File: config.mk
export PLATFORM = sky130hd
export DESIGN_NAME = backslash_escape_decoder_unit_flat
export DESIGN_NICKNAME = d
export VERILOG_FILES = /design/src/rtl/bed_pkg.sv /design/src/rtl/bed_ifs.sv /design/src/rtl/backslash_escape_decoder_unit.sv /design/src/rtl/bed_decode.sv /design/src/rtl/bed_drain.sv /design/src/flat_wrapper.sv
export SDC_FILE = /design/constraint.sdc
export NUM_CORES = 1
export LEC_CHECK = 0
export ABC_AREA = 0
export BUFFER_PORTS_ARGS = -buffer_cell sky130_fd_sc_hd__buf_2
export CORE_UTILIZATION = 65
export CTS_CLUSTER_SIZE = 12
export DETAILED_ROUTE_END_ITERATION = 10
export PLACE_DENSITY = 0.85
export SYNTH_ARGS = -nofsm -noshare
export SYNTH_HDL_FRONTEND = slang
export SYNTH_SLANG_ARGS = --single-unit
File: constraint.sdc
create_clock -name clk -period 5.03 [get_ports clk]
set_input_delay 1.006 -clock clk [delete_from_list [all_inputs] [get_ports clk]]
set_output_delay 1.006 -clock clk [all_outputs]
set_load 0.005 [all_outputs]
File: src/rtl/bed_pkg.sv
// ----------------------------------------------------------------------------
// bed_pkg
// Shared constants, types and hex-pair helpers for the escape decoder.
// ----------------------------------------------------------------------------
package bed_pkg;

  localparam logic [7:0] CH_BSLASH  = 8'h5C;
  localparam logic [7:0] CH_N       = 8'h6E;
  localparam logic [7:0] CH_X       = 8'h78;
  localparam logic [7:0] CH_NEWLINE = 8'h0A;
  localparam logic [7:0] CH_SPACE   = 8'h20;
  localparam logic [7:0] CH_TAB     = 8'h09;
  localparam logic [7:0] CH_CR      = 8'h0D;
  localparam logic [7:0] CH_PLUS    = 8'h2B;
  localparam logic [7:0] CH_MINUS   = 8'h2D;
  localparam int unsigned HEX_RADIX = 16;

  // Up to three results produced by one input transfer, oldest in slot 0.
  typedef struct packed {
    logic [1:0]       cnt;
    logic [2:0][7:0]  bytes;
    logic             last;   // applies to the final result only
  } bed_bundle_t;

  function automatic logic is_space(input logic [7:0] c);
    return (c == CH_SPACE) || (c >= CH_TAB && c <= CH_CR);
  endfunction

  function automatic logic is_sign(input logic [7:0] c);
    return (c == CH_PLUS) || (c == CH_MINUS);
  endfunction

  // {valid, value}
  function automatic logic [4:0] hex_digit(input logic [7:0] c);
    logic [4:0] r;
    r = 5'd0;
    if (c inside {[8'h30:8'h39]}) r = {1'b1, 4'(c - 8'h30)};
    else if (c inside {[8'h61:8'h66]}) r = {1'b1, 4'(c - 8'h61 + 8'd10)};
    else if (c inside {[8'h41:8'h46]}) r = {1'b1, 4'(c - 8'h41 + 8'd10)};
    return r;
  endfunction

  // strtol base 16 over a two-byte window, kept to 8 bits.
  function automatic logic [7:0] pair_value(input logic [7:0] first,
                                            input logic [7:0] second);
    logic [4:0] h1;
    logic [4:0] h2;
    logic [7:0] acc;
    h1  = hex_digit(first);
    h2  = hex_digit(second);
    acc = 8'd0;
    if (is_space(first)) begin
      if (!is_sign(second) && h2[4]) acc = {4'd0, h2[3:0]};
    end else if (is_sign(first)) begin
      if (h2[4]) acc = {4'd0, h2[3:0]};
      if (first == CH_MINUS) acc = 8'd0 - acc;
    end else if (h1[4]) begin
      if (h2[4]) acc = 8'(h1[3:0] * HEX_RADIX) + {4'd0, h2[3:0]};
      else       acc = {4'd0, h1[3:0]};
    end
    return acc;
  endfunction

endpackage

File: src/rtl/bed_ifs.sv
// ----------------------------------------------------------------------------
// bed_ifs
// Valid/ready stream interfaces for raw and unescaped bytes.
// ----------------------------------------------------------------------------
interface bed_in_if;
  logic       valid;
  logic       ready;
  logic [7:0] in_byte;
  logic       is_last;

  modport source (output valid, output in_byte, output is_last, input ready);
  modport sink   (input valid, input in_byte, input is_last, output ready);
endinterface

interface bed_out_if;
  logic       valid;
  logic       ready;
  logic [7:0] out_byte;
  logic       out_last;

  modport source (output valid, output out_byte, output out_last, input ready);
  modport sink   (input valid, input out_byte, input out_last, output ready);
endinterface

File: src/rtl/backslash_escape_decoder_unit.sv
// ----------------------------------------------------------------------------
// backslash_escape_decoder_unit
// Path: an input transfer loads the bundle register, which in turn loads the
//   output register that drives out valid.
// Throughput: one input byte per cycle while each byte yields at most one
//   result and the output is not stalled; a byte yielding 2 or 3 results holds
//   input off while the output register drains the result bundle.
// Reset: synchronous active-low rst_n clears escape phase, held pair byte and
//   all valid flags.
// ----------------------------------------------------------------------------
module backslash_escape_decoder_unit (
  input  logic           clk,
  input  logic           rst_n,
  bed_in_if.sink         in_ch,
  bed_out_if.source      out_ch
);

  // Decoder output for the byte currently offered on the input channel.
  // It is only committed (state update, bundle load) on a transfer.
  bed_pkg::bed_bundle_t bundle;
  logic                 in_xfer;

  assign in_xfer = in_ch.valid && in_ch.ready;

  // Escape phase and held pair byte live here; combinational decode of
  // one byte into up to three result bytes.
  bed_decode u_decode (
    .clk     (clk),
    .rst_n   (rst_n),
    .accept  (in_xfer),
    .in_byte (in_ch.in_byte),
    .is_last (in_ch.is_last),
    .bundle  (bundle)
  );

  // Bundle register plus output register. Input is taken whenever the
  // bundle is empty or is handing off its final byte this cycle, so a
  // stalled output byte does not block an input transfer into an empty bundle.
  bed_drain u_drain (
    .clk       (clk),
    .rst_n     (rst_n),
    .in_valid  (in_ch.valid),
    .in_ready  (in_ch.ready),
    .bundle    (bundle),
    .out_valid (out_ch.valid),
    .out_ready (out_ch.ready),
    .out_byte  (out_ch.out_byte),
    .out_last  (out_ch.out_last)
  );

endmodule

File: src/rtl/bed_decode.sv
// ----------------------------------------------------------------------------
// bed_decode
// Escape state machine: maps one raw byte to a bundle of 0..3 results.
// ----------------------------------------------------------------------------
module bed_decode (
  input  logic                 clk,
  input  logic                 rst_n,
  input  logic                 accept,
  input  logic [7:0]           in_byte,
  input  logic                 is_last,
  output bed_pkg::bed_bundle_t bundle
);

  localparam logic [1:0] PH_IDLE = 2'd0;
  localparam logic [1:0] PH_ESC  = 2'd1;
  localparam logic [1:0] PH_X    = 2'd2;
  localparam logic [1:0] PH_X1   = 2'd3;

  logic [1:0] phase_r, phase_nxt;
  logic [7:0] held_r, held_nxt;

  always_comb begin
    phase_nxt    = phase_r;
    held_nxt     = held_r;
    bundle.cnt   = 2'd0;
    bundle.bytes = '0;
    bundle.last  = is_last;
    case (phase_r)
      PH_IDLE: begin
        if (in_byte == bed_pkg::CH_BSLASH && !is_last) begin
          phase_nxt = PH_ESC;
        end else begin
          bundle.cnt      = 2'd1;
          bundle.bytes[0] = in_byte;
        end
      end
      PH_ESC: begin
        phase_nxt = PH_IDLE;
        if (in_byte == bed_pkg::CH_N) begin
          bundle.cnt      = 2'd1;
          bundle.bytes[0] = bed_pkg::CH_NEWLINE;
        end else if (in_byte == bed_pkg::CH_BSLASH) begin
          bundle.cnt      = 2'd1;
          bundle.bytes[0] = bed_pkg::CH_BSLASH;
        end else if (in_byte == bed_pkg::CH_X && !is_last) begin
          phase_nxt = PH_X;
        end else begin
          bundle.cnt      = 2'd2;
          bundle.bytes[0] = bed_pkg::CH_BSLASH;
          bundle.bytes[1] = in_byte;
        end
      end
      PH_X: begin
        if (is_last) begin
          // cut-off escape, replay everything literally
          phase_nxt       = PH_IDLE;
          bundle.cnt      = 2'd3;
          bundle.bytes[0] = bed_pkg::CH_BSLASH;
          bundle.bytes[1] = bed_pkg::CH_X;
          bundle.bytes[2] = in_byte;
        end else begin
          held_nxt  = in_byte;
          phase_nxt = PH_X1;
        end
      end
      PH_X1: begin
        phase_nxt       = PH_IDLE;
        bundle.cnt      = 2'd1;
        bundle.bytes[0] = bed_pkg::pair_value(held_r, in_byte);
      end
      default: begin
        phase_nxt = PH_IDLE;
      end
    endcase
  end

  always_ff @(posedge clk) begin
    if (!rst_n) begin
      phase_r <= PH_IDLE;
      held_r  <= 8'd0;
    end else if (accept) begin
      phase_r <= phase_nxt;
      held_r  <= held_nxt;
    end
  end

endmodule

File: src/rtl/bed_drain.sv
// ----------------------------------------------------------------------------
// bed_drain
// Holds a result bundle and feeds it one byte per transfer to the output reg.
// ----------------------------------------------------------------------------
module bed_drain (
  input  logic                 clk,
  input  logic                 rst_n,
  input  logic                 in_valid,
  output logic                 in_ready,
  input  bed_pkg::bed_bundle_t bundle,
  output logic                 out_valid,
  input  logic                 out_ready,
  output logic [7:0]           out_byte,
  output logic                 out_last
);

  logic [1:0]      cnt_r, cnt_nxt;
  logic [2:0][7:0] bytes_r, bytes_nxt;
  logic            last_r, last_nxt;
  logic            ovalid_r;
  logic [7:0]      obyte_r;
  logic            olast_r;
  logic            out_load;
  logic            in_xfer;

  assign out_load = (cnt_r != 2'd0) && (!ovalid_r || out_ready);
  assign in_ready = (cnt_r == 2'd0) || (cnt_r == 2'd1 && out_load);
  assign in_xfer  = in_valid && in_ready;

  always_comb begin
    cnt_nxt   = cnt_r;
    bytes_nxt = bytes_r;
    last_nxt  = last_r;
    if (in_xfer) begin
      cnt_nxt   = bundle.cnt;
      bytes_nxt = bundle.bytes;
      last_nxt  = bundle.last;
    end else if (out_load) begin
      cnt_nxt   = cnt_r - 2'd1;
      bytes_nxt = {8'd0, bytes_r[2], bytes_r[1]};
    end
  end

  always_ff @(posedge clk) begin
    if (!rst_n) begin
      cnt_r    <= 2'd0;
      ovalid_r <= 1'b0;
    end else begin
      cnt_r <= cnt_nxt;
      if (out_load) begin
        ovalid_r <= 1'b1;
      end else if (out_ready) begin
        ovalid_r <= 1'b0;
      end
    end
  end

  always_ff @(posedge clk) begin
    bytes_r <= bytes_nxt;
    last_r  <= last_nxt;
    if (out_load) begin
      obyte_r <= bytes_r[0];
      olast_r <= last_r && (cnt_r == 2'd1);
    end
  end

  assign out_valid = ovalid_r;
  assign out_byte  = obyte_r;
  assign out_last  = olast_r;

endmodule

File: src/flat_wrapper.sv
// flat-port wrapper written by rule: the top's interface ports become plain ports
module backslash_escape_decoder_unit_flat 
  (clk, rst_n, in_ch_valid, in_ch_in_byte, in_ch_is_last, in_ch_ready, out_ch_valid, out_ch_out_byte, out_ch_out_last, out_ch_ready);
  bed_in_if in_ch_i ();
  bed_out_if out_ch_i ();
  input  logic clk;
  input  logic rst_n;
  input wire logic [$bits(in_ch_i.valid)-1:0] in_ch_valid;
  input wire logic [$bits(in_ch_i.in_byte)-1:0] in_ch_in_byte;
  input wire logic [$bits(in_ch_i.is_last)-1:0] in_ch_is_last;
  output wire logic [$bits(in_ch_i.ready)-1:0] in_ch_ready;
  output wire logic [$bits(out_ch_i.valid)-1:0] out_ch_valid;
  output wire logic [$bits(out_ch_i.out_byte)-1:0] out_ch_out_byte;
  output wire logic [$bits(out_ch_i.out_last)-1:0] out_ch_out_last;
  input wire logic [$bits(out_ch_i.ready)-1:0] out_ch_ready;
  assign in_ch_i.valid = in_ch_valid;
  assign in_ch_i.in_byte = in_ch_in_byte;
  assign in_ch_i.is_last = in_ch_is_last;
  assign in_ch_ready = in_ch_i.ready;
  assign out_ch_valid = out_ch_i.valid;
  assign out_ch_out_byte = out_ch_i.out_byte;
  assign out_ch_out_last = out_ch_i.out_last;
  assign out_ch_i.ready = out_ch_ready;
  backslash_escape_decoder_unit u_core (.clk(clk), .rst_n(rst_n), .in_ch(in_ch_i), .out_ch(out_ch_i));
endmodule
==> Word-level counts from Yosys, hierarchy flattened <==
Index checks and enable logic that the tools add are counted.
{ "word_totals": {"ff_bits": 47, "latch_bits": 0, "ramBits": 0, "mem_bits_ro": 0, "input_bits": 13, "output_inout_bits": 11, "mem_count": 0} }
{ "classes": {"n_addsub": 13, "n_mul": 0, "n_div": 0, "n_lt_le_gt_ge": 14, "eq_ne": 13, "shift": 0, "mux": 45, "n_bitwise": 1, "n_reduce_logical": 29} }
{ "ops": {"columns": ["cell", "n"], "rows": [
  ["$mux W8", 14],
  ["$mux W24", 2],
  ["$eq A8 B6 Y1 const B", 5],
  ["$mux W5", 8],
  ["$ge A8 B7 Y1 const B", 4],
  ["$le A8 B7 Y1 const B", 4],
  ["$pmux W8 S4", 1],
  ["$mux W26", 1],
  ["$eq A8 B7 Y1 const B", 3],
  ["$sub A4 B1 Y4 const B", 6],
  ["$mux W2", 10],
  ["$add A4 B4 Y4 const B", 4],
  ["$ge A8 B6 Y1 const B", 2],
  ["$le A8 B6 Y1 const B", 2],
  ["$mux W16", 1],
  ["$pmux W2 S4", 2],
  ["$pmux W8 S2", 1],
  ["$logic_and A1 B1 Y1", 14],
  ["$add A8 B4 Y8", 1],
  ["$ge A8 B4 Y1 const B", 1],
  ["$le A8 B4 Y1 const B", 1],
  ["$mux W4", 2],
  ["$sub A1 B8 Y8 const A", 1],
  ["$reduce_bool A2 Y1", 3],
  ["11 further kinds", 22]
]} }

==> Depth between registers and ports, before layout <==
Gate-level depths: netlist of the first run.
{ "depth": {"ltp_word": 16, "ltp_mapped": 11} }

==> Cells and area by module <==
Synthesis of the first run repeated with hierarchy kept, for this count alone.
{ "unflattened": {"hier_cells": 325, "hier_area_um2": 3206.8} }
{ "by_module_without_submodules": {"columns": ["mod", "instances", "cells_per_inst", "area_each_um2"], "rows": [
  ["bed_decode", 1, 238, 1654.1],
  ["bed_drain", 1, 86, 1546.5],
  ["backslash_escape_decoder_unit", 1, 1, 6.3]
]} }

==> Least setup slack after synthesis of the first run <==
OpenSTA, ideal clock, no wires.
{ "synth_path": {"path_kind": "in2reg", "startpoint": "input port out_ch_ready", "endpoint": "register u_core.u_drain.bytes_r[0] (netlist name) (enable)", "arrival_time_ns": 2.787, "path_slack_ns": 1.682, "stages": 5, "path_buffers": 2, "path_cell_list": "nand2b_1 a31oi_2 buf_2 buf_1 o21ai_0"} }
{ "synth_between": {"elab_chain_cells": 6} }
{ "synth_rtl": {"columns": ["item", "line_no", "source"], "rows": [
  ["start: declaration", "flat_wrapper.sv:15", "input wire logic [$bits(out_ch_i.ready)-1:0] out_ch_ready;"],
  ["$logic_or A1 B1 Y1 (*)", "bed_drain.sv:26", "assign out_load = (cnt_r != 2'd0) && (!ovalid_r || out_ready);"],
  ["$logic_and A1 B1 Y1 (*)", "bed_drain.sv:26", null],
  ["$logic_and A1 B1 Y1", "bed_drain.sv:27", "assign in_ready = (cnt_r == 2'd0) || (cnt_r == 2'd1 && out_load);"],
  ["$logic_or A1 B1 Y1", "bed_drain.sv:27", null],
  ["$logic_and A1 B1 Y1", "bed_drain.sv:28", "assign in_xfer = in_valid && in_ready;"],
  ["$reduce_bool A2 Y1 (no source line) (*)", null, null],
  ["end signal: assignment", "bed_drain.sv:59", "bytes_r <= bytes_nxt;"],
  ["end: declaration", "bed_drain.sv:18", "logic [2:0][7:0] bytes_r, bytes_nxt;"]
]} }
Every way passes the cells marked *; elsewhere a longest branch is shown, timed or not.
A chain may end at the register's enable or synchronous reset.

==> results by group, run 1 <==
Run status
  – Status: completed

Timing
  – Clk_skew: 0.0126 ns
  – Setup_tns: 0 ns
  – # setup viols final: 0
  – RSZ-0062 raised after global routing: false
  – Rel. slew slack: 18.3%
  – Max Fclk: 0.307 GHz
  – Final Hold Fails: 0
  – Tightest Pin Transition: 1.22 ns
  – Final period util: 64.8%
  – Slew Limit Fails: 0
  – Final min period: 3.26 ns

Pwr
  – NetSw: 0.000468 W
  – Sw Share: 32.0%
  – Pint: 0.000995 W
  – Power per cell area: 433 nW/um2
  – Clk pwr share: 22.4%
  – Comb pwr share: 30.5%
  – Lkg Pwr: 1.25 nW
  – Sequential Power Share: 47.1%
  – Max IR drop VDD: 0.284 mV

Synthesis
  – Post-synth top area share: 32.5%
  – Xor/xnor share of the synthesized area: 0.279%
  – Mapped Area: 3140 um2
  – Post-synthesis sequential area ratio: 40.8%
  – Synth cell types: 71
  – Most frequent cell after synthesis: edfxtp_1
  – Main combinational cell family by area after synthesis: simple AND/OR/NAND/NOR gates
  – Synth Instances: 320
  – Asr flop ratio synth: 0%
  – Seq cells post-synth: 47
  – Compound-Gate Fraction of Synth Area: 22.7%
  – EDFF count, synth: 34
  – Synthesized area per cell: 9.80 um2
  – Mapped Nets: 350
  – Syn. warnings: 0
  – Mux cell area share after synthesis: 0.319%
  – Synth top area cells: edfxtp_1 33%, dfxtp_1 8.3%, ha_1 6.8%
  – Synth Area in Adders: 6.78%
  – Dominant cell type by area after synthesis: edfxtp_1
  – Synth top cells by count: 34 x edfxtp_1, 28 x nand2_1, 19 x nand3_1, 17 x ha_1, 17 x inv_1
  – Post-Synth Simple-Gate Area: 24.1%
  – Top FF cell, synth: edfxtp_1

Finish
  – Fillers: 349
  – Reg area: 1280 um2
  – Non-Filler Instances: 386
  – Fraction of layout cells with a size suffix above 1: 14.4%
  – Multi-input logic area: 1700 um2
  – N_diodes: 0
  – Synth-to-layout area growth: 7.66%
  – Post-layout nets: 363

Global routing
  – Largest net degree at the start of global routing: 33
  – Tot GR Track Use: 32.9%
  – Global-route wire length before repair: 12.8 mm
  – GR Overflow Total: 0
  – Initial antenna violation count: 0
  – Number of global-route vias before repair: 2585

Critical path
  – CP Launch Point: in_ch_in_byte[1]
  – Crit path capture type: flop
  – FF-to-FF Start: u_core.u_drain.cnt_r[0]
  – Worst Path Required: 5.07 ns
  – Critical path data arrival time: 3.30 ns
  – R2r setup slk: 2.32 ns
  – Worst Reg-to-Reg Cells: 9
  – Crit start category: input port
  – Crit path to: u_core.u_drain.bytes_r[3]
  – Setup CP Type: input port to flop
  – Peak fanout along the critical path: 8
  – Worst flop-to-flop path endpoint: u_core.u_drain.bytes_r[2]

Job
  – Max-Cap Viols: 0

CTS
  – CTS resizes: 0
  – Worst skew pair latency: 0.31 ns
  – TritonCTS clock tree: yes
  – Clock sinks: 47
  – Worst-path clk slew: 0.08 ns
  – CTS Buf Count: 5
  – Max Buffers Root-to-Sink: 2
  – Hold Buf Count CTS: 0
  – H-tree depth: 2
  – Post-CTS setup buffers: 0
  – Root buf cell: clkbuf_8

Die
  – Die X: 71.5 um
  – Starting Density: 69.6%
  – Height of the die: 71.5 um
  – I/O pin count: 24
  – Die footprint: 5110 um2
  – Row count: 24
  – Core ar.: 4500 um2

Route
  – Routed vias: 2676
  – Pre-antenna DRT Iters: 5
  – Final wirelength: 7.93 mm
  – DR DRC count: 0
  – DR WL/cell: 20.5 um
  – Via density: 6.93
  – Iteration-0 DRC Markers: 215
  – Antenna-violating nets left: 0

Placed design
  – GPL Wtd Cong: 0.981
  – PortBufs: 23
  – Placed Cells: 378
  – HPWL after DPL: 5.73 mm

Min path
  – HP Class: flop to flop
[cells by family (layout without fill, tap and decap cells)]
kind of cell	count (synthesis)	count (layout)
AO/OA/AOI/OAI	95	95
XOR/XNOR	1	1
adder cells (fa/ha/maj)	17	17
buffers and inverters	36	50
flip-flops	47	47
multiplexers	1	1
AND/OR/NAND/NOR	123	123
[placed cells by master (no fill, tap or decap), drive strengths merged, types with 5 or more instances in the layout]
cell type and instances:
ha 17, dfxtp 13, and3 10, o211ai 6
inv 18, o21ai 19, nand4bb 5, nor2 13
edfxtp 34, nand3 21, a22o 5, a21boi 14
and2 5, nand2 28, a21oi 9, buf 24
clkbuf 5, nor3 8, nor2b 6
[worst min path at each step]
stage / startpoint / slack (ns) / end / cells after the start
floorplan: u_core.u_drain.bytes_r[0] / 0.40 / u_core.u_drain.out_byte[0] / 0
global placement: u_core.u_drain.bytes_r[2] / 0.40 / u_core.u_drain.out_byte[2] / 0
detailed placement: u_core.u_drain.bytes_r[0] / 0.40 / u_core.u_drain.out_byte[0] / 0
CTS: u_core.u_drain.bytes_r[0] / 0.42 / u_core.u_drain.out_byte[0] / 0
global route: u_core.u_drain.bytes_r[1] / 0.43 / u_core.u_drain.out_byte[1] / 0
finish: u_core.u_drain.bytes_r[0] / 0.42 / u_core.u_drain.out_byte[0] / 0
[flip-flops by register name (all words and copies together) (netlist names)]
register	flops
u_core.u_drain.bytes_r	24
u_core.u_decode.held_r	8
u_core.u_drain.out_byte	8
u_core.u_decode.phase_r	2
u_core.u_drain.cnt_r	2
u_core.u_drain.last_r	1
u_core.u_drain.out_last	1
u_core.u_drain.out_valid	1
[cell type report]
class	count	share of cell area [%]
multi-input combinational	237	50.5
timing repair buffer	24	3.63
tap	52	1.93
inverter	18	2.00
clock buffer	5	2.04
sequential	47	37.9
clock inverter	3	2.00
[power groups by stage]
stage | Combinational [W] | Clock [W] | Sequential [W]
final | 0.000446 | 0.000328 | 0.000689
after global routing | 0.000494 | 0.000339 | 0.000703
after CTS | 0.000445 | 0.000328 | 0.000691
after detailed placement | 0.000444 | 0 | 0.000699
after global placement | 0.000433 | 0 | 0.000695
after floorplan | 0.000294 | 0 | 0.000692
[stage by stage]
stage	hold slack, ns	setup slack (ns)	cell area [um2]	util, %	power [W]
after CTS	0.425	1.79	3380	75.0	0.00147
final	0.423	1.77	3380	75.0	0.00146
after floorplan	0.400	1.68	3140	-	0.000986
after global placement	0.404	1.66	3240	71.9	0.00113
after detailed placement	0.405	1.50	3240	71.9	0.00114
after global routing	0.432	1.66	3380	75.0	0.00154
[critical path, stage by stage]
cell and delay [ns]:
buf_2 0.17, inv_1 0.13, ha_1 0.24, or3b_1 0.42, nand3_1 0.11, a21boi_1 0.34, and3_1 0.24, ha_1 0.23
nand2b_1 0.14, a22oi_1 0.17, o32ai_1 0.12
[routing by layer]
metal,vias to the layer above,routed length (um),GRT usage [%],part of all wire [%]
li1,1246,-,-,-
met1,1252,3380,44.0,43
met2,154,3680,54.9,46
met3,24,668,4.78,8.4
met4,0,205,12.0,2.6
met5,-,0,0,0
No activity file was read; power rests on OpenSTA's default activity.
==> inputs of run 2 (changes only) <==
--- a/config.mk
+++ b/config.mk
@@ -7,10 +7,10 @@
 export LEC_CHECK = 0
 export ABC_AREA = 0
 export BUFFER_PORTS_ARGS = -buffer_cell sky130_fd_sc_hd__buf_2
-export CORE_UTILIZATION = 65
+export CORE_UTILIZATION = 60
 export CTS_CLUSTER_SIZE = 12
 export DETAILED_ROUTE_END_ITERATION = 10
-export PLACE_DENSITY = 0.85
+export PLACE_DENSITY = 0.8
 export SYNTH_ARGS = -nofsm -noshare
 export SYNTH_HDL_FRONTEND = slang
 export SYNTH_SLANG_ARGS = --single-unit
==> constraint.sdc (replaced) <==
create_clock -name clk -period 3.1 [get_ports clk]
set_input_delay 0.62 -clock clk [delete_from_list [all_inputs] [get_ports clk]]
set_output_delay 0.62 -clock clk [all_outputs]
set_load 0.005 [all_outputs]
==> run 2 against run 1 <==
Compared with the run above:
- cell area rose by 0.82%
- die area is 8.1% higher
- sequential power up 61%
- largest power group unchanged
==> results by group, run 2 (synthesis gave the netlist of run 1 again) <==
Run status
  – Status: completed

Job
  – Max-Cap Viols: 0 (unchanged)

Pwr
  – Max IR drop VDD: 0.373 mV (+31%)
  – Pint: 0.00148 W (+49%)
  – Comb pwr share: 34.7% (+4.2 points)
  – Clk pwr share: 15.8% (-6.6 points)
  – Sw Share: 34.2% (+2.3 points)
  – Lkg Pwr: 1.26 nW (+1.2%)
  – Total power: 0.00225 W (+54%)
  – NetSw: 0.000770 W (+65%)
  – Sequential Power Share: 49.5% (+2.4 points)
  – Power per cell area: 660 nW/um2 (+52%)

Route
  – Final wirelength: 7.79 mm (-1.8%)
  – Pre-antenna DRT Iters: 5 (unchanged)
  – Antenna-violating nets left: 0 (unchanged)
  – DR DRC count: 0 (unchanged)
  – Iteration-0 DRC Markers: 368 (+71%)
  – DR WL/cell: 19.0 um (-7.3%)
  – Via density: 6.56 (-5.3%)
  – Routed vias: 2685 (+0.34%)

Critical path
  – Setup CP Type: input port to flop
  – Peak fanout along the critical path: 5 (-3)
  – Crit path capture type: flop
  – Crit start category: input port
  – Critical path data arrival time: 2.75 ns (-0.55 ns)
  – Worst Path Required: 3.13 ns (-1.94 ns)

CTS
  – CTS Buf Count: 5 (unchanged)
  – Clock sinks: 47 (unchanged)
  – H-tree depth: 2 (unchanged)
  – Worst skew pair latency: 0.29 ns (-0.02 ns)
  – TritonCTS clock tree: yes
  – Worst-path clk slew: 0.08 ns (about the same)
  – CTS resizes: 0 (unchanged)
  – Hold Buf Count CTS: 0 (unchanged)
  – Max Buffers Root-to-Sink: 2 (unchanged)
  – Root buf cell: clkbuf_8
  – Post-CTS setup buffers: 0 (unchanged)

Die
  – I/O pin count: 24 (unchanged)
  – Row count: 25 (+4.2%)
  – Core ar.: 4880 um2 (+8.3%)
  – Die X: 74.3 um (+4.0%)
  – Height of the die: 74.3 um (+4.0%)
  – Die footprint: 5520 um2 (+8.1%)
  – Starting Density: 64.3% (-5.4 points)

Min path
  – HP Class: flop to flop

Timing
  – Final min period: 2.72 ns
  – Final setup margin: 0.376 ns (-1.39 ns)
  – Hold WS: 0.422 ns (-0.000660 ns)
  – Tightest Pin Transition: 0.875 ns (-0.349 ns)
  – Max Fclk: 0.367 GHz
  – Slew Limit Fails: 0 (unchanged)
  – Rel. slew slack: 41.4% (+23 points)
  – Final Hold Fails: 0 (unchanged)
  – RSZ-0062 raised after global routing: false
  – # setup viols final: 0 (unchanged)
  – Final period util: 87.9%
  – Clk_skew: 0.00562 ns (-0.00700 ns)
  – Setup_tns: 0 ns (unchanged)

Finish
  – Post-layout nets: 371 (+2.2%)
  – Max reg flops: 24 (unchanged)
  – Finished Core Util: 69.8% (-5.2 points)
  – Most frequent cells in the layout: 34 x edfxtp_1, 28 x nand2_1, 23 x buf_2
  – Commonest non-fill, non-tap cell in the layout: edfxtp_1
  – Fraction of layout cells with a size suffix above 1: 16.1% (+1.7 points)
  – Top reg by flops: u_core.u_drain.bytes_r
  – N_diodes: 0 (unchanged)
  – Synth-to-layout area growth: 8.54%

Placed design
  – GPL Wtd Cong: 0.963 (-1.8%)
  – HPWL after DPL: 5.85 mm (+2.1%)
  – Pre-CTS setup slack: 0.106 ns (-1.39 ns)
  – PortBufs: 23 (unchanged)

Global routing
  – Initial antenna violation count: 0 (unchanged)
  – Number of global-route vias before repair: 2509 (-2.9%)
  – Global-route wire length before repair: 12.6 mm (-1.2%)
  – Largest net degree at the start of global routing: 25 (-24%)
  – GR Overflow Total: 0 (unchanged)
  – Tot GR Track Use: 31.2% (-1.7 points)
## run 2: metal layers
metal / GRT usage (%) / up-vias / wire length, um
met5: 0 / - / 0
met4: 12.6 / 0 / 244
met3: 5.56 / 30 / 576
met2: 51.8 / 140 / 3710
met1: 40.5 / 1253 / 3260
li1: - / 1262 / -
## run 2: critical path, cell delays in order
cell and delay, ns:
buf_2 0.10, inv_1 0.13, ha_1 0.21, or3b_1 0.41
and3_1 0.23, a22o_1 0.21, inv_1 0.07, ha_1 0.19
a31oi_1 0.10, a221oi_1 0.31, o31ai_1 0.17
## run 2: stage by stage
| stage | instances | area [um2] |
|---|---|---|
| 5_1_grt | 409 | 3400 |
| 4_1_cts | 409 | 3400 |
| 3_3_place_gp | 401 | 3320 |
| 2_1_floorplan | 320 | 3140 |
| 6_report | 409 | 3400 |
| 3_5_place_dp | 401 | 3320 |
## run 2: final cells by class
| cell class | count | area (um2) |
|---|---|---|
| Timing Repair Buffer | 32 | 183 |
| Multi-Input combinational cell | 237 | 1700 |
| Sequential cell | 47 | 1280 |
| Tap cell | 67 | 83.8 |
| Clock buffer | 6 | 72.6 |
| Fill cell | 396 | 1480 |
| Clock inverter | 2 | 12.5 |
| Inverter | 18 | 67.6 |
## run 2: power by group through the flow
stage / Combinational (W) / Clock, W / Sequential [W]
2_1_floorplan: 0.000476 / 0 / 0.00112
3_3_place_gp: 0.000762 / 0 / 0.00112
3_5_place_dp: 0.000778 / 0 / 0.00113
4_1_cts: 0.000780 / 0.000365 / 0.00111
5_1_grt: 0.000858 / 0.000388 / 0.00114
6_report: 0.000781 / 0.000355 / 0.00111
## run 2: worst paths after layout
kind | startpoint | endpoint | slack [ns] | depth (start not counted)
max | in_ch_in_byte[1] | u_core.u_drain.bytes_r[6] | 0.38 | 11
min reg2reg | u_core.u_drain.bytes_r[3] | u_core.u_drain.out_byte[3] | 0.42 | 0
min | u_core.u_drain.bytes_r[3] | u_core.u_drain.out_byte[3] | 0.42 | 0
max reg2reg | u_core.u_decode.held_r[1] | u_core.u_drain.bytes_r[2] | 0.67 | 7
